### config.mk
export PLATFORM = sky130hd
export DESIGN_NAME = mips_integer_execute_unit
export DESIGN_NICKNAME = d
export VERILOG_FILES = /design/src/hdl/mips_exu_pkg.sv /design/src/hdl/mips_exu_muldiv.sv /design/src/hdl/mips_exu_regfile.sv /design/src/hdl/mips_integer_execute_unit.sv
export SDC_FILE = /design/constraint.sdc
export NUM_CORES = 2
export LEC_CHECK = 0
export BUFFER_PORTS_ARGS = -buffer_cell sky130_fd_sc_hd__buf_2
export CAP_MARGIN = 20
export CORE_MARGIN = 3
export CORE_UTILIZATION = 30
export CTS_CLUSTER_DIAMETER = 200
export DETAILED_ROUTE_END_ITERATION = 10
export GPL_TIMING_DRIVEN = 0
export MAX_ROUTING_LAYER = met4
export SYNTH_ARGS = -nofsm -noshare
export SYNTH_HDL_FRONTEND = slang
export SYNTH_SLANG_ARGS = --single-unit
export TNS_END_PERCENT = 20
### constraint.sdc
create_clock -name clk -period 5.5 [get_ports clk]
set_clock_uncertainty 0.2 [all_clocks]
set_input_delay 0.275 -clock clk [delete_from_list [all_inputs] [get_ports clk]]
set_output_delay 0.275 -clock clk [all_outputs]
set_load 0.01 [all_outputs]
### src/hdl/mips_exu_pkg.sv
// Package for the integer execute unit: opcodes, function codes, syscall codes, sequencer
// states and the multiply/divide request and response records. No dependencies.
package mips_exu_pkg;

	localparam logic [5:0] OP_RTYPE = 6'h00;
	localparam logic [5:0] OP_BEQ   = 6'h04;
	localparam logic [5:0] OP_BNE   = 6'h05;
	localparam logic [5:0] OP_ADDI  = 6'h08;
	localparam logic [5:0] OP_SLTI  = 6'h0A;
	localparam logic [5:0] OP_SLTIU = 6'h0B;
	localparam logic [5:0] OP_ANDI  = 6'h0C;
	localparam logic [5:0] OP_ORI   = 6'h0D;
	localparam logic [5:0] OP_XORI  = 6'h0E;
	localparam logic [5:0] OP_LUI   = 6'h0F;

	localparam logic [5:0] FN_SLL  = 6'h00;
	localparam logic [5:0] FN_SRL  = 6'h02;
	localparam logic [5:0] FN_SRA  = 6'h03;
	localparam logic [5:0] FN_JR   = 6'h08;
	localparam logic [5:0] FN_SYS  = 6'h0C;
	localparam logic [5:0] FN_MFHI = 6'h10;
	localparam logic [5:0] FN_MFLO = 6'h12;
	localparam logic [5:0] FN_MULT = 6'h18;
	localparam logic [5:0] FN_DIV  = 6'h1A;
	localparam logic [5:0] FN_ADD  = 6'h20;
	localparam logic [5:0] FN_SUB  = 6'h22;
	localparam logic [5:0] FN_AND  = 6'h24;
	localparam logic [5:0] FN_OR   = 6'h25;
	localparam logic [5:0] FN_XOR  = 6'h26;
	localparam logic [5:0] FN_NOR  = 6'h27;
	localparam logic [5:0] FN_SLT  = 6'h2A;

	localparam logic [31:0] SYS_PRINT_INT = 32'd1;
	localparam logic [31:0] SYS_EXIT      = 32'd10;
	localparam logic [4:0]  REG_V0 = 5'd2;
	localparam logic [4:0]  REG_A0 = 5'd4;
	localparam logic [15:0] TEXT_LIMIT_RST = 16'h2000;

	typedef enum logic [2:0] {
		ST_IDLE,
		ST_READ_A,
		ST_READ_B,
		ST_EXEC,
		ST_ITER,
		ST_DONE
	} state_t;

	// Shared unit control: start pulse, selection of the iterative operation and the two operands
	typedef struct packed {
		logic start;
		logic is_div;
		logic [31:0] a;
		logic [31:0] b;
	} iter_req_t;

	typedef struct packed {
		logic [31:0] hi;
		logic [31:0] lo;
	} iter_rsp_t;

endpackage

### src/hdl/mips_exu_muldiv.sv
// Shared iterative multiply/divide unit: one shift-add or shift-subtract step per cycle.
// Depends on mips_exu_pkg.
module mips_exu_muldiv (
	input  logic clk,
	input  logic arst_n,
	input  mips_exu_pkg::iter_req_t req,
	output mips_exu_pkg::iter_rsp_t rsp
);

	logic        busy_q;
	logic        div_q;
	logic        neg_q_q;
	logic        neg_r_q;
	logic [5:0]  cnt_q;
	logic [31:0] acc_q;
	logic [31:0] quo_q;
	logic [31:0] dvs_q;
	logic [32:0] sum;
	logic [32:0] trial;
	logic [31:0] abs_a;
	logic [31:0] abs_b;
	logic [63:0] prod_abs;
	logic [63:0] prod;
	logic [31:0] qf;
	logic [31:0] rf;

	assign abs_a = req.a[31] ? (~req.a + 32'd1) : req.a;
	assign abs_b = req.b[31] ? (~req.b + 32'd1) : req.b;
	// multiply: acc holds upper half, quo the multiplier shifting out / lower half in
	assign sum   = {1'b0, acc_q} + (quo_q[0] ? {1'b0, dvs_q} : 33'd0);
	// divide: acc holds partial remainder
	assign trial = {acc_q, quo_q[31]} - {1'b0, dvs_q};

	always_ff @(posedge clk or negedge arst_n) begin
		if (!arst_n) begin
			busy_q <= 1'b0;
			cnt_q  <= '0;
		end else if (req.start) begin
			busy_q <= 1'b1;
			cnt_q  <= 6'd32;
		end else if (busy_q) begin
			cnt_q <= cnt_q - 6'd1;
			if (cnt_q == 6'd1)
				busy_q <= 1'b0;
		end
	end

	always_ff @(posedge clk) begin
		if (req.start) begin
			div_q   <= req.is_div;
			neg_q_q <= req.a[31] ^ req.b[31];
			neg_r_q <= req.a[31];
			acc_q   <= '0;
			quo_q   <= abs_a;
			dvs_q   <= abs_b;
		end else if (busy_q) begin
			if (div_q) begin
				if (!trial[32]) begin
					acc_q <= trial[31:0];
					quo_q <= {quo_q[30:0], 1'b1};
				end else begin
					acc_q <= {acc_q[30:0], quo_q[31]};
					quo_q <= {quo_q[30:0], 1'b0};
				end
			end else begin
				acc_q <= sum[32:1];
				quo_q <= {sum[0], quo_q[31:1]};
			end
		end
	end

	assign prod_abs = {acc_q, quo_q};
	assign prod     = neg_q_q ? (~prod_abs + 64'd1) : prod_abs;
	assign qf       = neg_q_q ? (~quo_q + 32'd1) : quo_q;
	assign rf       = neg_r_q ? (~acc_q + 32'd1) : acc_q;

	always_comb begin
		if (div_q) begin
			rsp.hi = rf;
			rsp.lo = qf;
		end else begin
			rsp.hi = prod[63:32];
			rsp.lo = prod[31:0];
		end
	end

endmodule

### src/hdl/mips_exu_regfile.sv
// General register file, 32 x 32, one write and one registered read port.
// No dependencies; register 0 reads as zero.
module mips_exu_regfile #(
	parameter int REG_COUNT = 32
) (
	input  logic clk,
	input  logic we,
	input  logic [$clog2(REG_COUNT)-1:0] waddr,
	input  logic [31:0] wdata,
	input  logic [$clog2(REG_COUNT)-1:0] raddr,
	output logic [31:0] rdata
);

	logic [31:0] mem [REG_COUNT];

	always_ff @(posedge clk) begin
		if (we)
			mem[waddr] <= wdata;
		rdata <= (raddr == '0) ? 32'd0 : mem[raddr];
	end

endmodule

### src/hdl/mips_integer_execute_unit.sv
// Integer execute unit: single-issue MIPS32 instruction executor.
// Slave channel s_axis_* carries one instruction word per request; master channel
// m_axis_* returns one result per instruction. cfg_* writes text_limit.
// Depends on mips_exu_pkg, mips_exu_regfile, mips_exu_muldiv.
//
// After reset a clearing pass writes zero to all REG_COUNT registers, one per
// cycle with s_axis_tready low; configuration is still taken. Each instruction
// reads rs then rt (a syscall v0 then a0) through the single register file read
// port in ST_IDLE and ST_READ_A; an ALU, shift, branch or syscall result is
// registered into the output in ST_EXEC and offered in ST_DONE. MULT and DIV (DIV
// only with a nonzero divisor) run 32 steps on the shared multiply/divide unit in
// ST_ITER. A request met while halted, or with pc at or beyond text_limit, is
// answered from ST_IDLE without being executed. One instruction is in flight at a
// time: s_axis_tready is low from acceptance until its result is taken. While the
// receiver holds m_axis_tready low the result stays in the output register unchanged.
// Reset clears pc, hi, lo and halt and sets text_limit to 8192.
module mips_integer_execute_unit #(
	parameter int REG_COUNT = 32
) (
	input  logic        clk,
	input  logic        arst_n,
	input  logic        cfg_valid,
	output logic        cfg_ready,
	input  logic [15:0] cfg_data,
	input  logic        s_axis_tvalid,
	output logic        s_axis_tready,
	input  logic [31:0] s_axis_tdata,   // instruction_word
	output logic        m_axis_tvalid,
	input  logic        m_axis_tready,
	// next_pc[31:0], wb_valid[32], wb_index[37:33], wb_value[69:38],
	// print_valid[70], print_value[102:71], halt_flag[103], unknown_op[104]
	output logic [111:0] m_axis_tdata
);

	localparam int IW = $clog2(REG_COUNT);

	mips_exu_pkg::state_t state_q, state_d;
	logic [15:0] limit_q;
	logic [31:0] pc_q, hi_q, lo_q, ir_q, a_q, b_q, v0_q;
	logic        halted_q;
	logic [IW:0] clr_q;
	logic        clr_busy;
	logic        sys_chk_q;

	logic        rf_we;
	logic [IW-1:0] rf_waddr, rf_raddr;
	logic [31:0] rf_wdata, rf_rdata;

	mips_exu_pkg::iter_req_t ireq;
	mips_exu_pkg::iter_rsp_t irsp;
	logic [5:0] iter_cnt_q;

	logic [5:0]  op, fn;
	logic [4:0]  rs, rt, rd, sh;
	logic [31:0] imm_s, imm_z;
	logic [31:0] pc4;
	logic        wr, unk, prt, ex_halt, sys_step;
	logic [4:0]  widx;
	logic [31:0] wval, pc_nx;
	logic [32:0] diff;

	assign op = ir_q[31:26];
	assign rs = ir_q[25:21];
	assign rt = ir_q[20:16];
	assign rd = ir_q[15:11];
	assign sh = ir_q[10:6];
	assign fn = ir_q[5:0];
	assign imm_z = {16'd0, ir_q[15:0]};
	assign imm_s = {{16{ir_q[15]}}, ir_q[15:0]};
	assign pc4 = pc_q + 32'd4;

	assign clr_busy = (clr_q != REG_COUNT[IW:0]);
	assign cfg_ready = 1'b1;

	mips_exu_regfile #(.REG_COUNT(REG_COUNT)) u_rf (
		.clk(clk), .we(rf_we), .waddr(rf_waddr), .wdata(rf_wdata),
		.raddr(rf_raddr), .rdata(rf_rdata)
	);

	mips_exu_muldiv u_md (.clk(clk), .arst_n(arst_n), .req(ireq), .rsp(irsp));

	// Execute decode (combinational over latched operands)
	always_comb begin
		wr = 1'b0; unk = 1'b0; prt = 1'b0; ex_halt = 1'b0;
		widx = rd; wval = '0; pc_nx = pc4;
		diff = {a_q[31], a_q} - {b_q[31], b_q};
		case (op)
			mips_exu_pkg::OP_RTYPE: begin
				case (fn)
					mips_exu_pkg::FN_ADD: begin wr = 1'b1; wval = a_q + b_q; end
					mips_exu_pkg::FN_SUB: begin wr = 1'b1; wval = a_q - b_q; end
					mips_exu_pkg::FN_AND: begin wr = 1'b1; wval = a_q & b_q; end
					mips_exu_pkg::FN_OR:  begin wr = 1'b1; wval = a_q | b_q; end
					mips_exu_pkg::FN_XOR: begin wr = 1'b1; wval = a_q ^ b_q; end
					mips_exu_pkg::FN_NOR: begin wr = 1'b1; wval = ~(a_q | b_q); end
					mips_exu_pkg::FN_SLT: begin wr = 1'b1; wval = {31'd0, diff[32]}; end
					mips_exu_pkg::FN_SLL: begin wr = 1'b1; wval = b_q << sh; end
					mips_exu_pkg::FN_SRL: begin wr = 1'b1; wval = b_q >> sh; end
					mips_exu_pkg::FN_SRA: begin
						wr = 1'b1; wval = 32'($signed(b_q) >>> sh);
					end
					mips_exu_pkg::FN_MULT, mips_exu_pkg::FN_DIV: ;
					mips_exu_pkg::FN_MFHI: begin wr = 1'b1; wval = hi_q; end
					mips_exu_pkg::FN_MFLO: begin wr = 1'b1; wval = lo_q; end
					mips_exu_pkg::FN_JR: pc_nx = a_q;
					mips_exu_pkg::FN_SYS: begin
						// a_q holds a0 and v0_q holds v0 for a syscall
						if (v0_q == mips_exu_pkg::SYS_PRINT_INT) prt = 1'b1;
						else if (v0_q == mips_exu_pkg::SYS_EXIT) ex_halt = 1'b1;
					end
					default: unk = 1'b1;
				endcase
			end
			mips_exu_pkg::OP_ADDI: begin wr = 1'b1; widx = rt; wval = a_q + imm_s; end
			mips_exu_pkg::OP_SLTI: begin
				wr = 1'b1; widx = rt;
				wval = {31'd0, ($signed(a_q) < $signed(imm_s))};
			end
			mips_exu_pkg::OP_SLTIU: begin
				wr = 1'b1; widx = rt; wval = {31'd0, (a_q < imm_s)};
			end
			mips_exu_pkg::OP_ANDI: begin wr = 1'b1; widx = rt; wval = a_q & imm_z; end
			mips_exu_pkg::OP_ORI:  begin wr = 1'b1; widx = rt; wval = a_q | imm_z; end
			mips_exu_pkg::OP_XORI: begin wr = 1'b1; widx = rt; wval = a_q ^ imm_z; end
			mips_exu_pkg::OP_LUI:  begin wr = 1'b1; widx = rt; wval = {ir_q[15:0], 16'd0}; end
			mips_exu_pkg::OP_BEQ:
				if (a_q == b_q) pc_nx = pc4 + {imm_s[29:0], 2'b00};
			mips_exu_pkg::OP_BNE:
				if (a_q != b_q) pc_nx = pc4 + {imm_s[29:0], 2'b00};
			default: unk = 1'b1;
		endcase
		// no write, or a write to register zero: report index and value as zero
		if (!wr || widx == 5'd0) begin
			wr = 1'b0; widx = '0; wval = '0;
		end
	end

	assign sys_step = (op == mips_exu_pkg::OP_RTYPE) && (fn == mips_exu_pkg::FN_SYS);

	// Next state
	always_comb begin
		state_d = state_q;
		case (state_q)
			mips_exu_pkg::ST_IDLE:
				if (s_axis_tvalid && !clr_busy) begin
					if (halted_q || ({16'd0, limit_q} <= pc_q))
						state_d = mips_exu_pkg::ST_DONE;
					else
						state_d = mips_exu_pkg::ST_READ_A;
				end
			mips_exu_pkg::ST_READ_A: state_d = mips_exu_pkg::ST_READ_B;
			mips_exu_pkg::ST_READ_B: state_d = mips_exu_pkg::ST_EXEC;
			mips_exu_pkg::ST_EXEC:
				if (op == mips_exu_pkg::OP_RTYPE &&
				    (fn == mips_exu_pkg::FN_MULT || (fn == mips_exu_pkg::FN_DIV && b_q != 32'd0)))
					state_d = mips_exu_pkg::ST_ITER;
				else
					state_d = mips_exu_pkg::ST_DONE;
			mips_exu_pkg::ST_ITER:
				if (iter_cnt_q == 6'd0) state_d = mips_exu_pkg::ST_DONE;
			mips_exu_pkg::ST_DONE:
				if (m_axis_tready) state_d = mips_exu_pkg::ST_IDLE;
			default: state_d = mips_exu_pkg::ST_IDLE;
		endcase
	end

	// Outputs
	always_comb begin
		s_axis_tready = (state_q == mips_exu_pkg::ST_IDLE) && !clr_busy;
		m_axis_tvalid = (state_q == mips_exu_pkg::ST_DONE);
		rf_we = 1'b0;
		rf_waddr = '0;
		rf_wdata = '0;
		rf_raddr = IW'(rs);
		if (clr_busy) begin
			rf_we = 1'b1;
			rf_waddr = clr_q[IW-1:0];
		end else if (state_q == mips_exu_pkg::ST_EXEC && wr && !sys_chk_q) begin
			rf_we = 1'b1;
			rf_waddr = IW'(widx);
			rf_wdata = wval;
		end
		case (state_q)
			mips_exu_pkg::ST_IDLE:   rf_raddr = IW'(s_axis_tdata[25:21]);
			mips_exu_pkg::ST_READ_A:
				rf_raddr = sys_step ? IW'(mips_exu_pkg::REG_A0) : IW'(rt);
			default: rf_raddr = sys_step ? IW'(mips_exu_pkg::REG_V0) : IW'(rt);
		endcase
		if (state_q == mips_exu_pkg::ST_IDLE && s_axis_tdata[31:26] == mips_exu_pkg::OP_RTYPE
		    && s_axis_tdata[5:0] == mips_exu_pkg::FN_SYS)
			rf_raddr = IW'(mips_exu_pkg::REG_V0);
		ireq.start  = (state_q == mips_exu_pkg::ST_EXEC) && (state_d == mips_exu_pkg::ST_ITER);
		ireq.is_div = (fn == mips_exu_pkg::FN_DIV);
		ireq.a      = a_q;
		ireq.b      = b_q;
	end

	always_ff @(posedge clk or negedge arst_n) begin
		if (!arst_n) begin
			state_q      <= mips_exu_pkg::ST_IDLE;
			limit_q      <= mips_exu_pkg::TEXT_LIMIT_RST;
			pc_q         <= '0;
			hi_q         <= '0;
			lo_q         <= '0;
			halted_q     <= 1'b0;
			clr_q        <= '0;
			iter_cnt_q   <= '0;
			sys_chk_q    <= 1'b0;
			m_axis_tdata <= '0;
		end else begin
			state_q <= state_d;
			if (cfg_valid) limit_q <= cfg_data;
			if (clr_busy) clr_q <= clr_q + 1'b1;
			sys_chk_q <= 1'b0;
			case (state_q)
				mips_exu_pkg::ST_IDLE:
					if (state_d == mips_exu_pkg::ST_DONE) begin
						halted_q <= 1'b1;
						m_axis_tdata <= {7'd0, 1'b0, 1'b1, 71'd0, pc_q};
					end
				mips_exu_pkg::ST_EXEC: begin
					iter_cnt_q <= 6'd33;
					if (state_d == mips_exu_pkg::ST_DONE) begin
						pc_q <= pc_nx;
						if (ex_halt || ({16'd0, limit_q} <= pc_nx)) halted_q <= 1'b1;
						m_axis_tdata <= {7'd0, unk,
						                 halted_q || ex_halt || ({16'd0, limit_q} <= pc_nx),
						                 prt ? a_q : 32'd0, prt, wval, widx, wr, pc_nx};
					end
				end
				mips_exu_pkg::ST_ITER: begin
					iter_cnt_q <= iter_cnt_q - 6'd1;
					if (iter_cnt_q == 6'd0) begin
						hi_q <= irsp.hi;
						lo_q <= irsp.lo;
						pc_q <= pc4;
						if ({16'd0, limit_q} <= pc4) halted_q <= 1'b1;
						m_axis_tdata <= {7'd0, 1'b0, ({16'd0, limit_q} <= pc4), 71'd0, pc4};
					end
				end
				default: ;
			endcase
		end
	end

	// Instruction and operand registers; for a syscall a_q takes a0 and v0_q takes v0
	always_ff @(posedge clk) begin
		case (state_q)
			mips_exu_pkg::ST_IDLE:   if (s_axis_tready) ir_q <= s_axis_tdata;
			mips_exu_pkg::ST_READ_A: if (sys_step) v0_q <= rf_rdata; else a_q <= rf_rdata;
			mips_exu_pkg::ST_READ_B: if (sys_step) a_q <= rf_rdata; else b_q <= rf_rdata;
			default: ;
		endcase
	end

endmodule

# Word level (Yosys, flattened, before mapping)
# Memory sizes are Yosys's and may differ from the RTL's. A register that Yosys moved wholly into a read port is not among the register bits.
# Cells that the tools add are included.
[totals] romBits=0 memories=1 register_bits=474 latch_bits=0 input_bits=53 mem_bits_rw=1024 output_inout_bits=115
[memory_table] name="u_rf.mem" words=32 word_bits=32 rd=1 rd_ports_with_merged_regs=1 wr=1 line="mips_exu_regfile.sv:14" source="logic [31:0] mem [REG_COUNT];"
[op_classes] order_cmp=5 addsub=16 bitwise_logic=14 muxes=75 reduce_logical=41 div=0 n_mul=0 n_eq_ne=45 n_shift=3
[ops] op="$mux W32" count=20
[ops] op="$pmux W32 S12" count=1
[ops] op="$mux W112" count=3
[ops] op="$pmux W112 S3" count=1
[ops] op="$pmux W32 S8" count=1
[ops] op="$not A32 Y32" count=5
[ops] op="$add A32 B1 Y32 const B" count=4
[ops] op="$mux W64" count=2
[ops] op="$pmux W32 S2" count=2
[ops] op="$add A32 B32 Y32" count=3
[ops] op="$le A16 B32 Y1" count=3
[ops] op="$pmux W32 S3" count=1
[ops] op="$add A64 B1 Y64 const B" count=1
[ops] op="$not A64 Y64" count=1
[ops] op="$eq A6 B4 Y1 const B" count=10
[ops] op="$eq A6 B6 Y1 const B" count=7
[ops] op="$mux W5" count=7
[ops] op="$add A32 B33 Y33" count=1
[ops] op="$sub A32 B32 Y33" count=1
[ops] op="$sub A33 B32 Y33" count=1
[ops] op="$add A32 B3 Y32 const B" count=1
[ops] op="$and A32 B16 Y32" count=1
[ops] op="$and A32 B32 Y32" count=1
[ops] op="$eq A32 B1 Y1 const B" count=1
[ops] op="other kinds (53)" count=120

# Depth between registers and ports, before layout
[logic_depth] ltp_word=12 ltp_mapped=27

# Cells and area by module
# A second synthesis with hierarchy kept.
[hier_totals] hier_cells=6691 area_unflattened_um2=81654.6
[by_module_without_submodules] module="mips_exu_regfile" seq_area_each_um2=31390.1 cells_each=1764 area_each_um2=39719.3 n_inst=1
[by_module_without_submodules] module="mips_integer_execute_unit" seq_area_each_um2=9525.4 cells_each=3462 area_each_um2=30585.6 n_inst=1
[by_module_without_submodules] module="mips_exu_muldiv" seq_area_each_um2=2827.7 cells_each=1465 area_each_um2=11349.6 n_inst=1

# Worst setup path before layout
# Ideal clock, no wire load.
[synth_timing] path_kind="reg2reg" startpoint="register ir_q[15]" endpoint="memory u_rf.mem[0][31] (data pin)" setup_slack_ns=-0.098 path_buffers=1 t_required_ns=4.949 synth_period_minus_slack_ns=5.598 path_stages_with_launch=15 arrival_time_ns=5.048 path_cell_list="edfxtp_1 inv_1 ha_1 clkbuf_1 nor2_1 nor3_1 a2111oi_0 o2111a_1 o21ai_0 a221o_1 a211oi_1 mux2i_1 a31oi_1 a211oi_1 nor2_1"
[synth_between] elab_chain_len=7 word_cells_on_any_way=10 classes_between="add/sub: 1; mux: 6; reduce/logical: 3"
[synth_lines] element="start, declared" line="mips_integer_execute_unit.sv:39" source="logic [31:0] pc_q, hi_q, lo_q, ir_q, a_q, b_q, v0_q;"
[synth_lines] element="start signal, assigned" line="mips_integer_execute_unit.sv:249" source="mips_exu_pkg::ST_IDLE: if (s_axis_tready) ir_q <= s_axis_tdata;"
[synth_lines] element="branches (longest 5 deep; another with $add A32 B32 Y32)"
[synth_lines] element="$mux W32 (*)" line="mips_integer_execute_unit.sv:178" source="end else if (state_q == mips_exu_pkg::ST_EXEC && wr && !sys_chk_q) begin"
[synth_lines] element="$mux W32 (*)" line="mips_integer_execute_unit.sv:175" source="if (clr_busy) begin"
[synth_lines] element="net rf_wdata[31]" line="mips_integer_execute_unit.sv:47" source="logic [31:0] rf_wdata, rf_rdata;"
[synth_lines] element="end, declared" line="mips_exu_regfile.sv:14"
# Mark *: on every way through the listed nets, which the timed path passes.

# Worst setup path in the final report
[layout_timing] startpoint="register b_q[27]" endpoint="register m_axis_tdata[103]"
[layout_between] elab_chain_len=9 word_cells_on_any_way=19 classes_between="order compare: 1; eq/ne: 5; mux: 7; reduce/logical: 6"
[layout_lines] element="start, declared" line="mips_integer_execute_unit.sv:39"
[layout_lines] element="start signal, assigned" line="mips_integer_execute_unit.sv:251" source="mips_exu_pkg::ST_READ_B: if (sys_step) a_q <= rf_rdata; else b_q <= rf_rdata;"
[layout_lines] element="branches (longest 9 deep; another with $le A16 B32 Y1)"
[layout_lines] element="end signal, assigned" line="mips_integer_execute_unit.sv:219" source="m_axis_tdata <= {7'd0, 1'b0, 1'b1, 71'd0, pc_q};"
[layout_lines] element="end signal, assigned" line="mips_integer_execute_unit.sv:226" source="m_axis_tdata <= {7'd0, unk,"
[layout_lines] element="end signal, assigned" line="mips_integer_execute_unit.sv:238" source="m_axis_tdata <= {7'd0, 1'b0, ({16'd0, limit_q} <= pc4), 71'd0, pc4};"
[layout_lines] element="end, declared" line="mips_integer_execute_unit.sv:32" source="output logic [111:0] m_axis_tdata"
# Several ways; the timed one is not identified. The select of a mux whose other input is x is not followed.
# A chain may end at the register's enable or synchronous reset.

==> key figures <==
Outcome
  • Status: finished, violations left
  • Failing checks: negative setup slack

CTS
  • Clk slew on worst S/H paths: 60 ps
  • # clock sinks: around 1500
  • Clk buf depth: 4
  • CTS Buf Count: 168
  • Clk Latency, worst-skew pair: approximately 860 ps
  • CTS tree: built
  • H-Tree Depth: 4
  • CTS root buf: clkbuf_16

Floorplan
  • Die width: 530 um
  • Die area: 281000 um2
  • Site Rows: between 150 and 200
  • Core Area: 272000 um2
  • Top Ports: 168
  • Die height: between 500 and 600 um
  • Initial Util: 30.3%

STA
  • Post-route minimum period: 6060 ps
  • RSZ-0062 raised after global routing: true
  • Hold_ws: 25.7 ps
  • Worst-Margin Slew: 1180 ps
  • Final setup margin: -559 ps
  • Hold Violations, Final: 0
  • FMAX: 165 MHz
  • Final cycle utilization of the critical path: 110%
  • Relative slew slack: roughly a fifth
  • Final Max Tran Viols: 0
  • Final setup violation count: 522

Routing
  • Post-route ant nets: 0
  • DRT Pass-1 Iters: 9
  • Vias post-DR: 68886
  • Drt via density: slightly below 6
  • Avg WL per Cell: approximately 32 um
  • First DRT Iteration DRCs: 9365
  • WL final: between 300 and 400 mm
  • DR DRC count: 0

Worst setup path
  • Max FO, Critical Path: 12
  • Required @ worst endpoint: 6020 ps
  • R2R depth: 25
  • CP Capture Type: flop
  • Worst setup path class: reg2reg
  • Worst endpoint data arrival time: 6580 ps
  • Startpoint types: flop

Synthesis
  • Fraction of registers with async set/reset: about 16%
  • Post-synth EDFFs: 1214
  • Mapped Avg Cell Area: 11.2 um2
  • Post-synthesis cell count: 7339
  • #FFs+latches synth: approximately 1500
  • Sequential area share after synthesis: between 50% and 60%
  • Synth top area cells: edfxtp_1 (44%), dfrtp_1 (7.3%), ha_1 (5.0%), mux2i_1 (4.2%), nand2_1 (3.6%)
  • Synth Cell Area: 82300 um2
  • Area leader, netlist: edfxtp_1
  • Synth unique cells: 104
  • Ys flop type: edfxtp_1
  • Synth warnings: 0
  • Top cell type's share of synthesized area: 44.3%

Place
  • Gpl congestion: 1.05
  • Place WS: -3980 ps
  • IO Port Bufs: 158
  • Post-DP Area: 90100 um2
  • HPWL after DPL: 278 mm

Pwr
  • Leak: 38.7 nW
  • PwrDens: 495 nW/um2
  • Total Power: 0.0497 W
  • Maximum vdd ir drop: 0.000285 V

Global routing
  • Total gr overflow: 0
  • Initial antenna violation count: 35
  • First-pass GRT wire length: 519 mm
  • Vias in the first global route: 64847
  • Largest net degree at the start of global routing: 108
  • GRT Total Usage: 26.8%

Finish
  • Most common cell after layout, fill and taps aside: edfxtp_1
  • Registers with the most flip-flops: u_rf.mem: 1024 flops, m_axis_tdata: 105 flops
  • Nets: 8488
  • Share of cells above drive strength 1: 17.1%
  • Max reg flops: 1024
  • Top reg by flops: u_rf.mem
  • Post-route cell area: 100000 um2
  • Area Overhead vs Synth: 22.1%
  • Most frequent cells in the layout: edfxtp_1 (1214), nand2_1 (789), o21ai_0 (441)

Min path
  • Hold Crit Depth: 2
  • HP Class: in2reg

Job
  • Max-Cap Viols: 0
-- cell type report --
class	instances	area [um2]
inverters	255	1020
repair buffers	593	6070
clock buffers	216	4630
diodes	14	35.0
flip-flops and latches	1518	43700
multi-input cells	5071	37200
fillers	26400	171000
plain buffers	496	2500
clock inverters	78	774
well taps	3570	4470
-- path summary, 6_finish.rpt --
kind | start | end | slack [ps]
worst max register to register | b_q[27]$_DFFE_PP_ | m_axis_tdata[103]$_DFFE_PN0P_ | -560
min in group asynchronous | arst_n | lo_q[18]$_DFFE_PN0P_ | 450
max in group asynchronous | arst_n | m_axis_tdata[51]$_DFFE_PN0P_ | 4010
worst min-delay path | s_axis_tdata[5] | ir_q[5]$_DFFE_PP_ | 30
worst max-delay path | b_q[27]$_DFFE_PP_ | m_axis_tdata[103]$_DFFE_PN0P_ | -560
worst min register to register | u_rf.rdata[2]$_SDFF_PN0_ | b_q[2]$_DFFE_PP_ | 250
-- timing repair --
| item | 4_1_cts | 5_1_grt |
|---|---|---|
| hold buffers | 101 | 0 |
| setup buffers | 157 | 56 |
| pin swaps | 53 | 38 |
| endpoints found under the setup margin | 2174 | 1346 |
| gates resized for setup | 349 | 164 |
| cloned | 12 | 4 |
| endpoints found under the hold margin | 286 | 0 |
-- metrics by stage --
step	setup TNS, ps	instances	util, %
2_1_floorplan	-2120	7345	-
3_3_place_gp	-6338520	11073	32.2
3_5_place_dp	-2641490	11188	33.1
4_1_cts	-26740	11740	36.5
5_1_grt	-53900	11810	36.9
6_report	-65760	11811	36.9
-- synthesized netlist by cell type (all sizes together), types with 16 or more instances --
library cell     n
a211oi         191
a21o            78
a21oi          387
a221o           20
a221oi          51
a222oi          34
a22o            44
a22oi           26
a311oi         140
a31oi           67
and2           156
and3            37
buf            146
clkbuf         368
dfrtp          239
dfxtp           64
edfxtp        1214
ha             326
inv            250
mux2            27
mux2i          345
mux4           121
nand2          796
nand2b          45
nand3          119
nand4           50
nor2           503
nor2b           35
nor3           108
nor4            55
o211ai          32
o21a            37
o21ai          471
o21bai          30
o221ai          23
o22ai           21
o311ai          74
o31ai           58
o41ai           20
or2             16
or3             53
or4             24
xnor2          181
xor2            75
-- cell families after synthesis --
group / count (synthesis) / share of synthesized area, %
fa+ha+maj: 332 / 5.10
other cells: 2 / 0.00913
xor+xnor: 257 / 2.75
flops: 1518 / 53.2
mux: 493 / 7.88
simple gates: 2036 / 11.4
buf+inv: 769 / 3.81
compound gates: 1932 / 15.9
-- power by group --
group          leakage [nW]  internal (W)  switching (W)
registers              16.9        0.0133        0.00102
clock network          2.64       0.00648        0.00475
logic                  19.1       0.00764         0.0166
-- per-layer routing --
layer	up-vias	track usage, %	share of wire [%]
met4	0	12.2	5.7
met2	3781	40.2	44
met3	807	4.65	8.6
met5	-	-	0
li1	29337	-	-
met1	34961	35.5	41
-- critical path, stage by stage (launching register included) --
cell and delay [ps]:
edfxtp_1 640, buf_4 430, inv_1 150, ha_1 390, nor4_1 340, nand2_1 170
nor4_4 240, buf_6 170, buf_6 100, mux2_4 330, buf_8 130, buf_12 130
a22oi_2 200, o21ai_4 130, inv_2 80, ha_4 120, and4_4 240, nand3_4 110
o31ai_4 340, nand3b_1 150, o211ai_1 160, nor4_1 340, nand4_1 190, nor4_4 190
buf_6 190, o21ai_2 60
No activity file was read; power rests on OpenSTA's default activity.
